### config.mk
export PLATFORM = sky130hd
export DESIGN_NAME = touch_hold_qualifier_core
export DESIGN_NICKNAME = d
export VERILOG_FILES = /design/src/hw/rtl/thq_pkg.sv /design/src/hw/rtl/thq_ram.sv /design/src/hw/rtl/touch_hold_qualifier_core.sv
export SDC_FILE = /design/constraint.sdc
export NUM_CORES = 2
export LEC_CHECK = 0
export BUFFER_PORTS_ARGS = -buffer_cell sky130_fd_sc_hd__buf_2
export CORE_ASPECT_RATIO = 0.7
export CORE_UTILIZATION = 55
export CTS_CLUSTER_SIZE = 16
export DETAILED_ROUTE_END_ITERATION = 10
export GPL_ROUTABILITY_DRIVEN = 0
export GPL_TIMING_DRIVEN = 1
export PLACE_DENSITY = 0.76
export SLEW_MARGIN = 10
export SYNTH_ARGS = -nofsm -noshare
export SYNTH_HDL_FRONTEND = slang
export SYNTH_SLANG_ARGS = --single-unit
### constraint.sdc
create_clock -name clock -period 6.4 [get_ports clock]
set_clock_uncertainty 0.15 [all_clocks]
set_input_delay 0.32 -clock clock [delete_from_list [all_inputs] [get_ports clock]]
set_output_delay 0.32 -clock clock [all_outputs]
set_load 0.02 [all_outputs]
### src/hw/rtl/thq_pkg.sv
// Shared types and constants of the touch hold qualifier.
package thq_pkg;

   localparam int unsigned TIME_W    = 32;
   localparam int unsigned TIMEOUT_W = 16;
   localparam int unsigned CODE_W    = 8;
   localparam int unsigned CHANNEL_W = 7;

   localparam logic [TIMEOUT_W-1:0] TIMEOUT_RESET = 16'd10;

   localparam logic KIND_EVENT = 1'b0;
   localparam logic KIND_TICK  = 1'b1;

   typedef struct packed {
      logic              kind;
      logic [CODE_W-1:0] event_code;
      logic [TIME_W-1:0] time_ms;
   } req_type;

   typedef struct packed {
      logic [CHANNEL_W-1:0] channel;
      logic                 touched;
      logic                 last;
   } rsp_type;

endpackage

### src/hw/rtl/thq_ram.sv
// Generic single-write, single-read RAM with registered read data.
module thq_ram #(
   parameter int unsigned WIDTH = 32,
   parameter int unsigned DEPTH = 36
) (
   input  logic                                  clock,
   input  logic                                  wr_en,
   input  logic [(DEPTH > 1 ? $clog2(DEPTH) : 1)-1:0] wr_addr,
   input  logic [WIDTH-1:0]                      wr_data,
   input  logic [(DEPTH > 1 ? $clog2(DEPTH) : 1)-1:0] rd_addr,
   output logic [WIDTH-1:0]                      rd_data
);

   logic [WIDTH-1:0] mem_ff [DEPTH];
   logic [WIDTH-1:0] rd_data_ff;

   always_ff @(posedge clock) begin
      if (wr_en) begin
         mem_ff[wr_addr] <= wr_data;
      end
      rd_data_ff <= mem_ff[rd_addr];
   end

   assign rd_data = rd_data_ff;

endmodule

### src/hw/rtl/touch_hold_qualifier_core.sv
// Top level of the multi-channel touch press/hold qualifier.
//
// Tracks BOARDS * PINS_PER_BOARD touch channels. An event item (kind 0) with
// even code 2c marks channel c pressed and stamps it with time_ms; odd code
// 2c+1 marks it released; codes past the channel count are dropped. Events
// give no result. A tick item (kind 1) walks every channel in ascending
// order, one channel per cycle through a single 32-bit subtract and compare:
// a pressed channel is confirmed once (previous tick time - stamp), read as
// signed, exceeds hold_timeout_ms; a released channel loses confirmation.
// Each change is reported on rsp_, the final one with last set. A tick is
// accepted in idle, then scanned with the press stamps read from a RAM one
// entry per cycle, then closed by a flush state; a stalled result stream
// holds the scan and the flush. req_ready is high only between items. The
// timeout register (csr_) is always writable and resets to 10.
module touch_hold_qualifier_core #(
   parameter int unsigned BOARDS         = 3,
   parameter int unsigned PINS_PER_BOARD = 12
) (
   input  logic                          clock,
   input  logic                          reset,
   // input items
   input  logic                          req_valid,
   output logic                          req_ready,
   input  thq_pkg::req_type              req_item,
   // result items
   output logic                          rsp_valid,
   input  logic                          rsp_ready,
   output thq_pkg::rsp_type              rsp_item,
   // timeout register
   input  logic                          csr_valid,
   output logic                          csr_ready,
   input  logic [thq_pkg::TIMEOUT_W-1:0] csr_data
);

   localparam int unsigned NUM_CH = BOARDS * PINS_PER_BOARD;
   localparam int unsigned CH_W   = (NUM_CH > 1) ? $clog2(NUM_CH) : 1;
   localparam logic [CH_W-1:0] LAST_CH = CH_W'(NUM_CH - 1);

   localparam logic [1:0] ST_IDLE  = 2'd0;
   localparam logic [1:0] ST_SCAN  = 2'd1;
   localparam logic [1:0] ST_FLUSH = 2'd2;

   // sequencer
   logic [1:0]                      state_ff, state_in;
   logic [CH_W-1:0]                 idx_ff, idx_in;
   // per-channel flags
   logic [NUM_CH-1:0]               raw_ff, raw_in;
   logic [NUM_CH-1:0]               conf_ff, conf_in;
   // timing
   logic [thq_pkg::TIME_W-1:0]      ref_time_ff, ref_time_in;
   logic [thq_pkg::TIME_W-1:0]      tick_time_ff, tick_time_in;
   logic [thq_pkg::TIMEOUT_W-1:0]   timeout_ff, timeout_in;
   // one report held back until we know whether another follows
   logic                            pend_valid_ff, pend_valid_in;
   thq_pkg::rsp_type                pend_ff, pend_in;
   // output register
   logic                            rsp_valid_ff, rsp_valid_in;
   thq_pkg::rsp_type                rsp_ff, rsp_in;

   logic                            req_acc;
   logic                            ev_acc;
   logic                            ev_hit;
   logic [CH_W-1:0]                 ev_ch;
   logic [thq_pkg::TIME_W-1:0]      stamp_rd;
   logic [thq_pkg::TIME_W-1:0]      diff;
   logic                            held;
   logic                            cur_raw, cur_conf, nxt_conf, chg;
   logic                            slot_free;
   logic                            step_ok;

   assign req_ready = (state_ff == ST_IDLE);
   assign req_acc   = req_valid && req_ready;
   assign csr_ready = 1'b1;
   assign rsp_valid = rsp_valid_ff;
   assign rsp_item  = rsp_ff;

   // event decode: channel is code >> 1, dropped when past the channel count
   assign ev_acc = req_acc && (req_item.kind == thq_pkg::KIND_EVENT);
   assign ev_hit = ({1'b0, req_item.event_code[thq_pkg::CODE_W-1:1]}
                    < thq_pkg::CODE_W'(NUM_CH));
   assign ev_ch  = CH_W'(req_item.event_code[thq_pkg::CODE_W-1:1]);

   // stamp RAM; read address is the next scan index so data lines up with idx_ff
   thq_ram #(
      .WIDTH (thq_pkg::TIME_W),
      .DEPTH (NUM_CH)
   ) u_stamp_ram (
      .clock   (clock),
      .wr_en   (ev_acc && ev_hit && !req_item.event_code[0]),
      .wr_addr (ev_ch),
      .wr_data (req_item.time_ms),
      .rd_addr (idx_in),
      .rd_data (stamp_rd)
   );

   // the shared compare: signed elapsed time against the timeout
   assign diff     = ref_time_ff - stamp_rd;
   assign held     = !diff[thq_pkg::TIME_W-1]
                     && (diff > {{(thq_pkg::TIME_W-thq_pkg::TIMEOUT_W){1'b0}}, timeout_ff});
   assign cur_raw  = raw_ff[idx_ff];
   assign cur_conf = conf_ff[idx_ff];
   assign nxt_conf = cur_raw && (cur_conf || held);
   assign chg      = (nxt_conf != cur_conf);

   assign slot_free = !rsp_valid_ff || rsp_ready;
   // a change with a report already pending needs the output slot
   assign step_ok   = !chg || !pend_valid_ff || slot_free;

   always_comb begin
      state_in      = state_ff;
      idx_in        = idx_ff;
      raw_in        = raw_ff;
      conf_in       = conf_ff;
      ref_time_in   = ref_time_ff;
      tick_time_in  = tick_time_ff;
      timeout_in    = timeout_ff;
      pend_valid_in = pend_valid_ff;
      pend_in       = pend_ff;
      rsp_valid_in  = rsp_valid_ff && !rsp_ready;
      rsp_in        = rsp_ff;

      if (csr_valid) begin
         timeout_in = csr_data;
      end

      case (state_ff)
         ST_IDLE: begin
            if (ev_acc && ev_hit) begin
               raw_in[ev_ch] = !req_item.event_code[0];
            end
            if (req_acc && (req_item.kind == thq_pkg::KIND_TICK)) begin
               tick_time_in = req_item.time_ms;
               idx_in       = '0;
               state_in     = ST_SCAN;
            end
         end
         ST_SCAN: begin
            if (step_ok) begin
               conf_in[idx_ff] = nxt_conf;
               if (chg) begin
                  if (pend_valid_ff) begin
                     rsp_valid_in = 1'b1;
                     rsp_in       = pend_ff;
                  end
                  pend_valid_in   = 1'b1;
                  pend_in.channel = thq_pkg::CHANNEL_W'(idx_ff);
                  pend_in.touched = nxt_conf;
                  pend_in.last    = 1'b0;
               end
               if (idx_ff == LAST_CH) begin
                  state_in = ST_FLUSH;
               end else begin
                  idx_in = idx_ff + 1'b1;
               end
            end
         end
         ST_FLUSH: begin
            if (!pend_valid_ff) begin
               ref_time_in = tick_time_ff;
               state_in    = ST_IDLE;
            end else if (slot_free) begin
               rsp_valid_in  = 1'b1;
               rsp_in        = pend_ff;
               rsp_in.last   = 1'b1;
               pend_valid_in = 1'b0;
               ref_time_in   = tick_time_ff;
               state_in      = ST_IDLE;
            end
         end
         default: begin
            state_in = ST_IDLE;
         end
      endcase
   end

   always_ff @(posedge clock) begin
      if (reset) begin
         state_ff      <= ST_IDLE;
         idx_ff        <= '0;
         raw_ff        <= '0;
         conf_ff       <= '0;
         ref_time_ff   <= '0;
         timeout_ff    <= thq_pkg::TIMEOUT_RESET;
         pend_valid_ff <= 1'b0;
         rsp_valid_ff  <= 1'b0;
      end else begin
         state_ff      <= state_in;
         idx_ff        <= idx_in;
         raw_ff        <= raw_in;
         conf_ff       <= conf_in;
         ref_time_ff   <= ref_time_in;
         timeout_ff    <= timeout_in;
         pend_valid_ff <= pend_valid_in;
         rsp_valid_ff  <= rsp_valid_in;
      end
   end

   always_ff @(posedge clock) begin
      tick_time_ff <= tick_time_in;
      pend_ff      <= pend_in;
      rsp_ff       <= rsp_in;
   end

   // nothing may stay pending once the sequencer is back between items
   a_no_pend_idle: assert property (@(posedge clock) disable iff (reset)
      (state_ff == ST_IDLE) |-> !pend_valid_ff)
      else $error("report left pending in idle");

   // a new result only comes out of a tick scan or its flush
   a_rsp_from_tick: assert property (@(posedge clock) disable iff (reset)
      (rsp_valid_in && !(rsp_valid_ff && !rsp_ready)) |-> (state_ff != ST_IDLE))
      else $error("result produced outside a tick");

   // the flush always hands out the held report marked last
   a_flush_last: assert property (@(posedge clock) disable iff (reset)
      (state_ff == ST_FLUSH && pend_valid_ff && slot_free)
      |=> (rsp_valid_ff && rsp_ff.last && state_ff == ST_IDLE))
      else $error("final report not marked last");

   // the scan index never runs past the last channel
   a_idx_range: assert property (@(posedge clock) disable iff (reset)
      (state_ff == ST_SCAN) |-> (idx_ff <= LAST_CH))
      else $error("scan index out of range");

endmodule
; Word level (Yosys, flattened, before mapping)
; Memory sizes are Yosys's and may differ from the RTL's. A register that Yosys moved wholly into a read port is not among the register bits.
; Cells that the tools add are included.
[word_totals]
reg_bits = 178
mem_bits_rw = 1152
input_bits = 62
out_inout_bits = 12
wordCells = 108
memories = 1
[op_classes]
add_sub_neg = 2
magnitude_cmp = 6
n_eq_ne = 13
mux = 41
bitwise = 1
n_reduce_logical = 30
[mem_list]
columns = memory, depth, width, rd, rd_ports_with_merged_regs, write_ports, line_no
row1 = u_stamp_ram.mem_ff, 36, 32, 1, 1, 1, thq_ram.sv:14  ; logic [WIDTH-1:0] mem_ff [DEPTH];
[op_table]
columns = cell, count
row1 = bitwise mux 36 bit, 2
row2 = two-way mux 32 bit, 2
row3 = two-way mux 9 bit, 5
row4 = greater-than comparator 32 x 16 -> 1 bit, 1
row5 = subtractor 32 bit, 1
row6 = two-way mux 6 bit, 3
row7 = case mux 9 bit (2 select lines), 1
row8 = two-way mux 1 bit, 15
row9 = "< comparator 6 x 7 -> 1 bit, second input constant", 2
row10 = binary-select mux 1 bit (select 6 bit), 2
row11 = demux 1 bit (select 6 bit), 2
row12 = "greater-or-equal comparator 6 x 1 -> 1 bit, second input constant", 2
row13 = "!= test 2 bit, second input constant", 6
row14 = case mux 6 bit (2 select lines), 1
row15 = logical AND 1 bit, 10
row16 = two-way mux 2 bit, 5
row17 = AND reduction 2 bit, 4
row18 = "< comparator 7 x 6 -> 1 bit, second input constant", 1
row19 = "adder 6 x 1 -> 6 bit, second input constant", 1
row20 = "== test 6 bit, second input constant", 1
row21 = logical NOT 1 bit, 6
row22 = case mux 2 bit (3 select lines), 1
row23 = AND reduction 3 bit, 2
row24 = AND reduction 6 bit, 1
row25 = 11 further kinds, 16

; Depth between registers and ports, before layout
[logic_depth]
word_depth = 11
depth_mapped = 31
ltp_nobuf = 27

; By module
; A second synthesis with hierarchy kept.
[unflattened]
cells_unflattened = 3501
area_unflattened_um2 = 55736.0
[modules_own_cells]
columns = module, n_inst, cells_each, area_per_inst_um2, seq_area_each_um2
row1 = thq_ram, 1, 2345, 45726.4, 35233.8
row2 = touch_hold_qualifier_core, 1, 1156, 10009.6, 4013.8

; Worst setup path before layout
; No wires, ideal clock.
[synth_timing]
kind = register -> register
startpoint = reg ref_time_ff[0] (netlist name)
endpoint = reg u_stamp_ram.rd_data_ff[2], in the netlist u_stamp_ram.rd_data[2], read port of u_stamp_ram.mem_ff
setup_time_ns = 0.126
arrival_time_ns = 5.730
required_time_ns = 6.124
setup_slack_ns = 0.394
stages_incl_launch_ff = 26
path_buffers = 1
period_less_slack_ns = 6.006
cell_sequence = dfxtp_1 inv_1 ha_1 fa_1 nand2b_1 a21oi_1 o21ai_0 o21ba_2 xnor2_1 ha_1 nand4_1 or4_1 nor2_1 nor3_1 nor4_2 o2111ai_1 or4_4 o21a_4 a21oi_2 mux2_2 nand2_1 buf_1 mux2i_1 a221oi_1 a211oi_1 nor3_1
[synth_between]
elab_chain_cells = 11
elab_cells_between_ends = 12
classes_between = add/sub (1) / order compare (1) / eq/ne (1) / mux (2) / reduce/logical (7)
[synth_rtl]
columns = item, line_no
row1 = start: declaration, touch_hold_qualifier_core.sv:50  ; logic [thq_pkg::TIME_W-1:0] ref_time_ff, ref_time_in;
row2 = start signal: assignment, touch_hold_qualifier_core.sv:191  ; ref_time_ff <= ref_time_in;
row3 = subtractor 32 bit *, touch_hold_qualifier_core.sv:97  ; assign diff = ref_time_ff - stamp_rd;
row4 = greater-than comparator 32 x 16 -> 1 bit or logical NOT 1 bit (tied branches), "touch_hold_qualifier_core.sv:99, touch_hold_qualifier_core.sv:98"
row5 = logical AND 1 bit *, touch_hold_qualifier_core.sv:99  ; && (diff > {{(thq_pkg::TIME_W-thq_pkg::TIMEOUT_W){1'b0}}, timeout_ff});
row6 = logical OR 1 bit *, touch_hold_qualifier_core.sv:102  ; assign nxt_conf = cur_raw && (cur_conf || held);
row7 = logical AND 1 bit *, touch_hold_qualifier_core.sv:102
row8 = != test 1 bit *, touch_hold_qualifier_core.sv:103  ; assign chg = (nxt_conf != cur_conf);
row9 = logical NOT 1 bit *, touch_hold_qualifier_core.sv:107  ; assign step_ok = !chg || !pend_valid_ff || slot_free;
row10 = logical OR 1 bit * (2 in a row), touch_hold_qualifier_core.sv:107
row11 = two-way mux 6 bit *, touch_hold_qualifier_core.sv:138  ; if (step_ok) begin
row12 = case mux 6 bit (2 select lines) *, touch_hold_qualifier_core.sv:126  ; case (state_ff)
row13 = end: declaration, thq_ram.sv:15  ; logic [WIDTH-1:0] rd_data_ff;
; Mark *: on every way between the ends. The rest lies on a longest branch, timed or not.
; A chain may end at the register's enable or synchronous reset.

; Worst setup path after layout
[layout_timing]
startpoint = reg u_stamp_ram.rd_data_ff[5], in the netlist u_stamp_ram.rd_data[5], read port of u_stamp_ram.mem_ff
endpoint = reg u_stamp_ram.rd_data_ff[4], in the netlist u_stamp_ram.rd_data[4], read port of u_stamp_ram.mem_ff
[layout_between]
elab_chain_cells = 11
elab_cells_between_ends = 12
classes_between = add/sub (1) / order compare (1) / eq/ne (1) / mux (2) / reduce/logical (7)
[layout_rtl]
columns = item, line_no
row1 = subtractor 32 bit *, touch_hold_qualifier_core.sv:97
row2 = greater-than comparator 32 x 16 -> 1 bit or logical NOT 1 bit (tied branches), "touch_hold_qualifier_core.sv:99, touch_hold_qualifier_core.sv:98"
row3 = logical AND 1 bit *, touch_hold_qualifier_core.sv:99
row4 = logical OR 1 bit *, touch_hold_qualifier_core.sv:102
row5 = logical AND 1 bit *, touch_hold_qualifier_core.sv:102
row6 = != test 1 bit *, touch_hold_qualifier_core.sv:103
row7 = logical NOT 1 bit *, touch_hold_qualifier_core.sv:107
row8 = logical OR 1 bit * (2 in a row), touch_hold_qualifier_core.sv:107
row9 = two-way mux 6 bit *, touch_hold_qualifier_core.sv:138
row10 = case mux 6 bit (2 select lines) *, touch_hold_qualifier_core.sv:126
; Marks and branches as above.

==> out/summary.md <==
• status: completed
• register-to-register path setup slack: 0.04 ns
• global-route total usage across every layer: 0.3125
• post-synthesis instance area: 56180 µm²
• starting density of the core: 0.5584
• Clk pwr share: 0.290
• CTS sink cnt: 1361
• post-placement cell count: 5716
• Synth Area per Inst: 13.25 µm²
• internal power: 0.01687 W
• share of power burned in combinational logic: 0.299
• async set-reset flop share out of synthesis: 0
• Die Area: 103400 µm²
• filler cell count: 6647
• ys flop type: edfxtp_1
• number of nets in the finished design: 4720
• Hold Crit Depth: 1
• end of the worst register-to-register path: u_stamp_ram.rd_data[4]$_DFF_P_
• CTS Buffer Depth: 3
• switching power: 0.007650 W
• number of pins with negative max-slew slack in the final report: 0
• leading cell type in the layout, fill and taps excluded: edfxtp_1
• Fin Setup TNS: 0 ns
• length in cells of the worst reg-to-reg path: 28
• clock-pin slew on the worst setup and hold paths: 0.07 ns
• share of total power consumed by net switching: 0.3119
• Leak Pwr: 23.17 nW
• CTS HTree Levels: 3
• origin of the critical flop-to-flop path: u_stamp_ram.rd_data[5]$_DFF_P_
• I/O pin count: 74
• Worst path slowest cell: or4_4
• count of TritonRoute iterations in the first routing pass: 7
• number of standard cells after synthesis: 4241
• Hold Path Origin: req_item[0]
• relative area change from synthesis to final layout: 19.44%
• count of cell types in the netlist: 85
• crit-path max cell delay: 0.53 ns
• part of the total power dissipated in sequential elements: 0.411
• RSZ-0062 raised after global routing: yes
• GRT overflow: 0
• kind of start point of the critical path: register
• Post-Syn Nets: 4355
• detailed-route via count: 39500
• detail-routed via count per cell: 6.536
• transition at the pin with the smallest max-transition slack: 1.310 ns
• drt initial violations: 5832
• minimum hold slack: 0.02148 ns
• post-route ant nets: 0
• detailed-route wire length per cell: 28.05 µm
• minimum period implied by the final worst setup slack: 6.360 ns
• via count of the first global-routing pass: 37170
• startpoint-to-endpoint class of the critical path: register to register
• final standard cell count with taps included and fillers excluded: 6044
• clock buffers created by TritonCTS: 115
• cell mode on critical path: a21oi_2
• final hold vios: 0
• insertion delay of the later-clocked pin in the worst-skew pair: 0.77 ns
• Std-Cell Core Area: 100600 µm²
• power density normalized to cell area: 365.5 nW/µm²
• number of antenna violations at the first check in global routing: 2
• number of input and output port buffers inserted: 71
• largest fanout on the critical path: 8
• Hold Crit Endpoint: u_stamp_ram.mem_ff[28][0]$_DFFE_PP_
• Vert. Die Dim: 269.4 µm
• count of state elements after synthesis: 1361
• setup-violating endpoint count in the final report: 0
• most used cells in the layout excluding fill and tap cells: 1199 x edfxtp_1, 780 x nand2_1, 314 x buf_4
• placement row count: 97
• critical path data required time: 6.87 ns
• slew margin rel.: 0.1246
• peak ir drop on the vdd network: 328.6 µV
• kind of path behind the tightest hold check: input pin to register
• CP endpoint kind: register
• DRC: 0
• sequential-to-total area share from yosys stat: 0.6986
• number of synthesized flops with an enable pin: 1199
• Period Utilization, post-route: 0.9937
• share of layout cells above drive strength 1: 0.2153
• Highest Clock Rate: 157.2 MHz
• post-DP HPWL: 96150 µm
• Die W: 384.0 µm
• pin count of the biggest net entering global routing: 67
• wire length of the first global-routing pass: 239500 µm
• clock tree from TritonCTS: built
• Clock Tree Root: clkbuf_16
• crit path DAT: 6.83 ns
• max-capacitance violation count: 0
• Warnings, synthesis: 0
• overall routed net length: 169600 µm
==> state kept, by name (all words and copies together), names as in the netlist <==
| name | cells |
|---|---|
| conf_ff | 36 |
| idx_ff | 6 |
| pend_ff | 7 |
| pend_valid_ff | 1 |
| raw_ff | 36 |
| ref_time_ff | 32 |
| rsp_item | 8 |
| rsp_valid | 1 |
| state_ff | 2 |
| tick_time_ff | 32 |
| timeout_ff | 16 |
| u_stamp_ram.mem_ff | 1152 |
| u_stamp_ram.rd_data | 32 |
==> power groups by stage <==
stage,sequential (W),combinational [W],clock (W)
finish,0.0101,0.00734,0.00710
global placement,0.0102,0.00596,0
CTS,0.0101,0.00651,0.00711
detailed placement,0.0102,0.00609,0
global route,0.0101,0.00773,0.00743
floorplan,0.0101,0.00378,0
==> routing by layer <==
layer,global-route usage,wire length [µm]
met5,0,20
met2,0.4652,74470
met3,0.07238,22820
met1,0.4510,65000
met4,0.1112,7238
==> how the worst max path moves through the flow <==
stage | from | to | slack, ns | depth (start not counted)
floorplan | ref_time_ff[0]$_SDFFE_PP0P_ | u_stamp_ram.rd_data[2]$_DFF_P_ | 0.39 | 25
global placement | ref_time_ff[0]$_SDFFE_PP0P_ | u_stamp_ram.rd_data[31]$_DFF_P_ | -0.55 | 28
detailed placement | ref_time_ff[0]$_SDFFE_PP0P_ | u_stamp_ram.rd_data[31]$_DFF_P_ | -0.62 | 28
CTS | u_stamp_ram.rd_data[1]$_DFF_P_ | u_stamp_ram.rd_data[31]$_DFF_P_ | -0.02 | 28
global route | u_stamp_ram.rd_data[7]$_DFF_P_ | u_stamp_ram.rd_data[31]$_DFF_P_ | -0.13 | 27
finish | u_stamp_ram.rd_data[5]$_DFF_P_ | u_stamp_ram.rd_data[4]$_DFF_P_ | 0.04 | 28
==> cell usage after synthesis (31+ instances only) <==
cell type,number,area [µm²]
mux2i_1,159,1592
nand2_1,785,2947
nor2_1,210,788.3
nand3_1,62,310.3
a31oi_1,69,431.7
nor3_1,55,275.3
and3_1,102,638.1
a32oi_1,34,297.8
a211oi_1,101,758.2
edfxtp_1,1199,36000
a311oi_1,58,508.0
mux2_2,39,439.2
inv_1,65,244.0
clkbuf_1,163,611.8
a21oi_1,303,1516
dfxtp_1,162,3243
buf_2,85,425.4
o21ai_0,36,180.2
a221oi_1,69,604.3
ha_1,51,638.1
o32ai_1,31,271.5
==> critical path, delay by kind of cell, from the launching register on <==
kind                       cells  cell delay [ns]
AOI/OAI and AO/OA             12             2.30
xor gates and xnor gates       1             0.09
adders and majority gates      2             0.67
buffers and inverters          5             0.72
DFF                            1             0.42
and+or+nand+nor                8             1.87
==> through the flow <==
step	util	total power (W)	worst slack [ns]	area, µm²
floorplan	-	0.01387	0.3941	56180
global placement	0.6036	0.01620	-0.5487	60730
detailed placement	0.6036	0.01633	-0.6230	60730
CTS	0.6531	0.02368	-0.02082	65710
global route	0.6668	0.02524	-0.1350	67090
finish	0.6669	0.02452	0.04003	67100
==> area by class of cell <==
class,count,area (µm²),share of cell area
Sequential cell,1361,39260,0.5851
Multi-Input combinational cell,2517,16840,0.2509
Timing Repair Buffer,545,5288,0.07880
Clock buffer,152,3128,0.04662
Tap cell,1336,1672,0.02491
Clock inverter,64,661.9,0.009864
Inverter,66,247.7,0.003692
Antenna cell,3,7.507,0.0001119
==> what timing repair did <==
action	CTS	global route
hold buffers	63	0
endpoints found under the hold margin	894	0
setup buffers	13	20
endpoints found under the setup margin	32	51
gates resized for setup	64	187
pin swaps	27	76
cloned	4	12
==> kinds of logic after synthesis <==
family / count (synthesis) / share of synthesized area
compound gates: 868 / 0.1059
xor+xnor: 17 / 0.002650
fa+ha+maj: 52 / 0.01172
buf+inv: 363 / 0.02853
flops: 1361 / 0.6986
mux: 234 / 0.04557
other cells: 2 / 0.0001337
simple gates: 1344 / 0.1068
(Power assumes the default switching activity.)
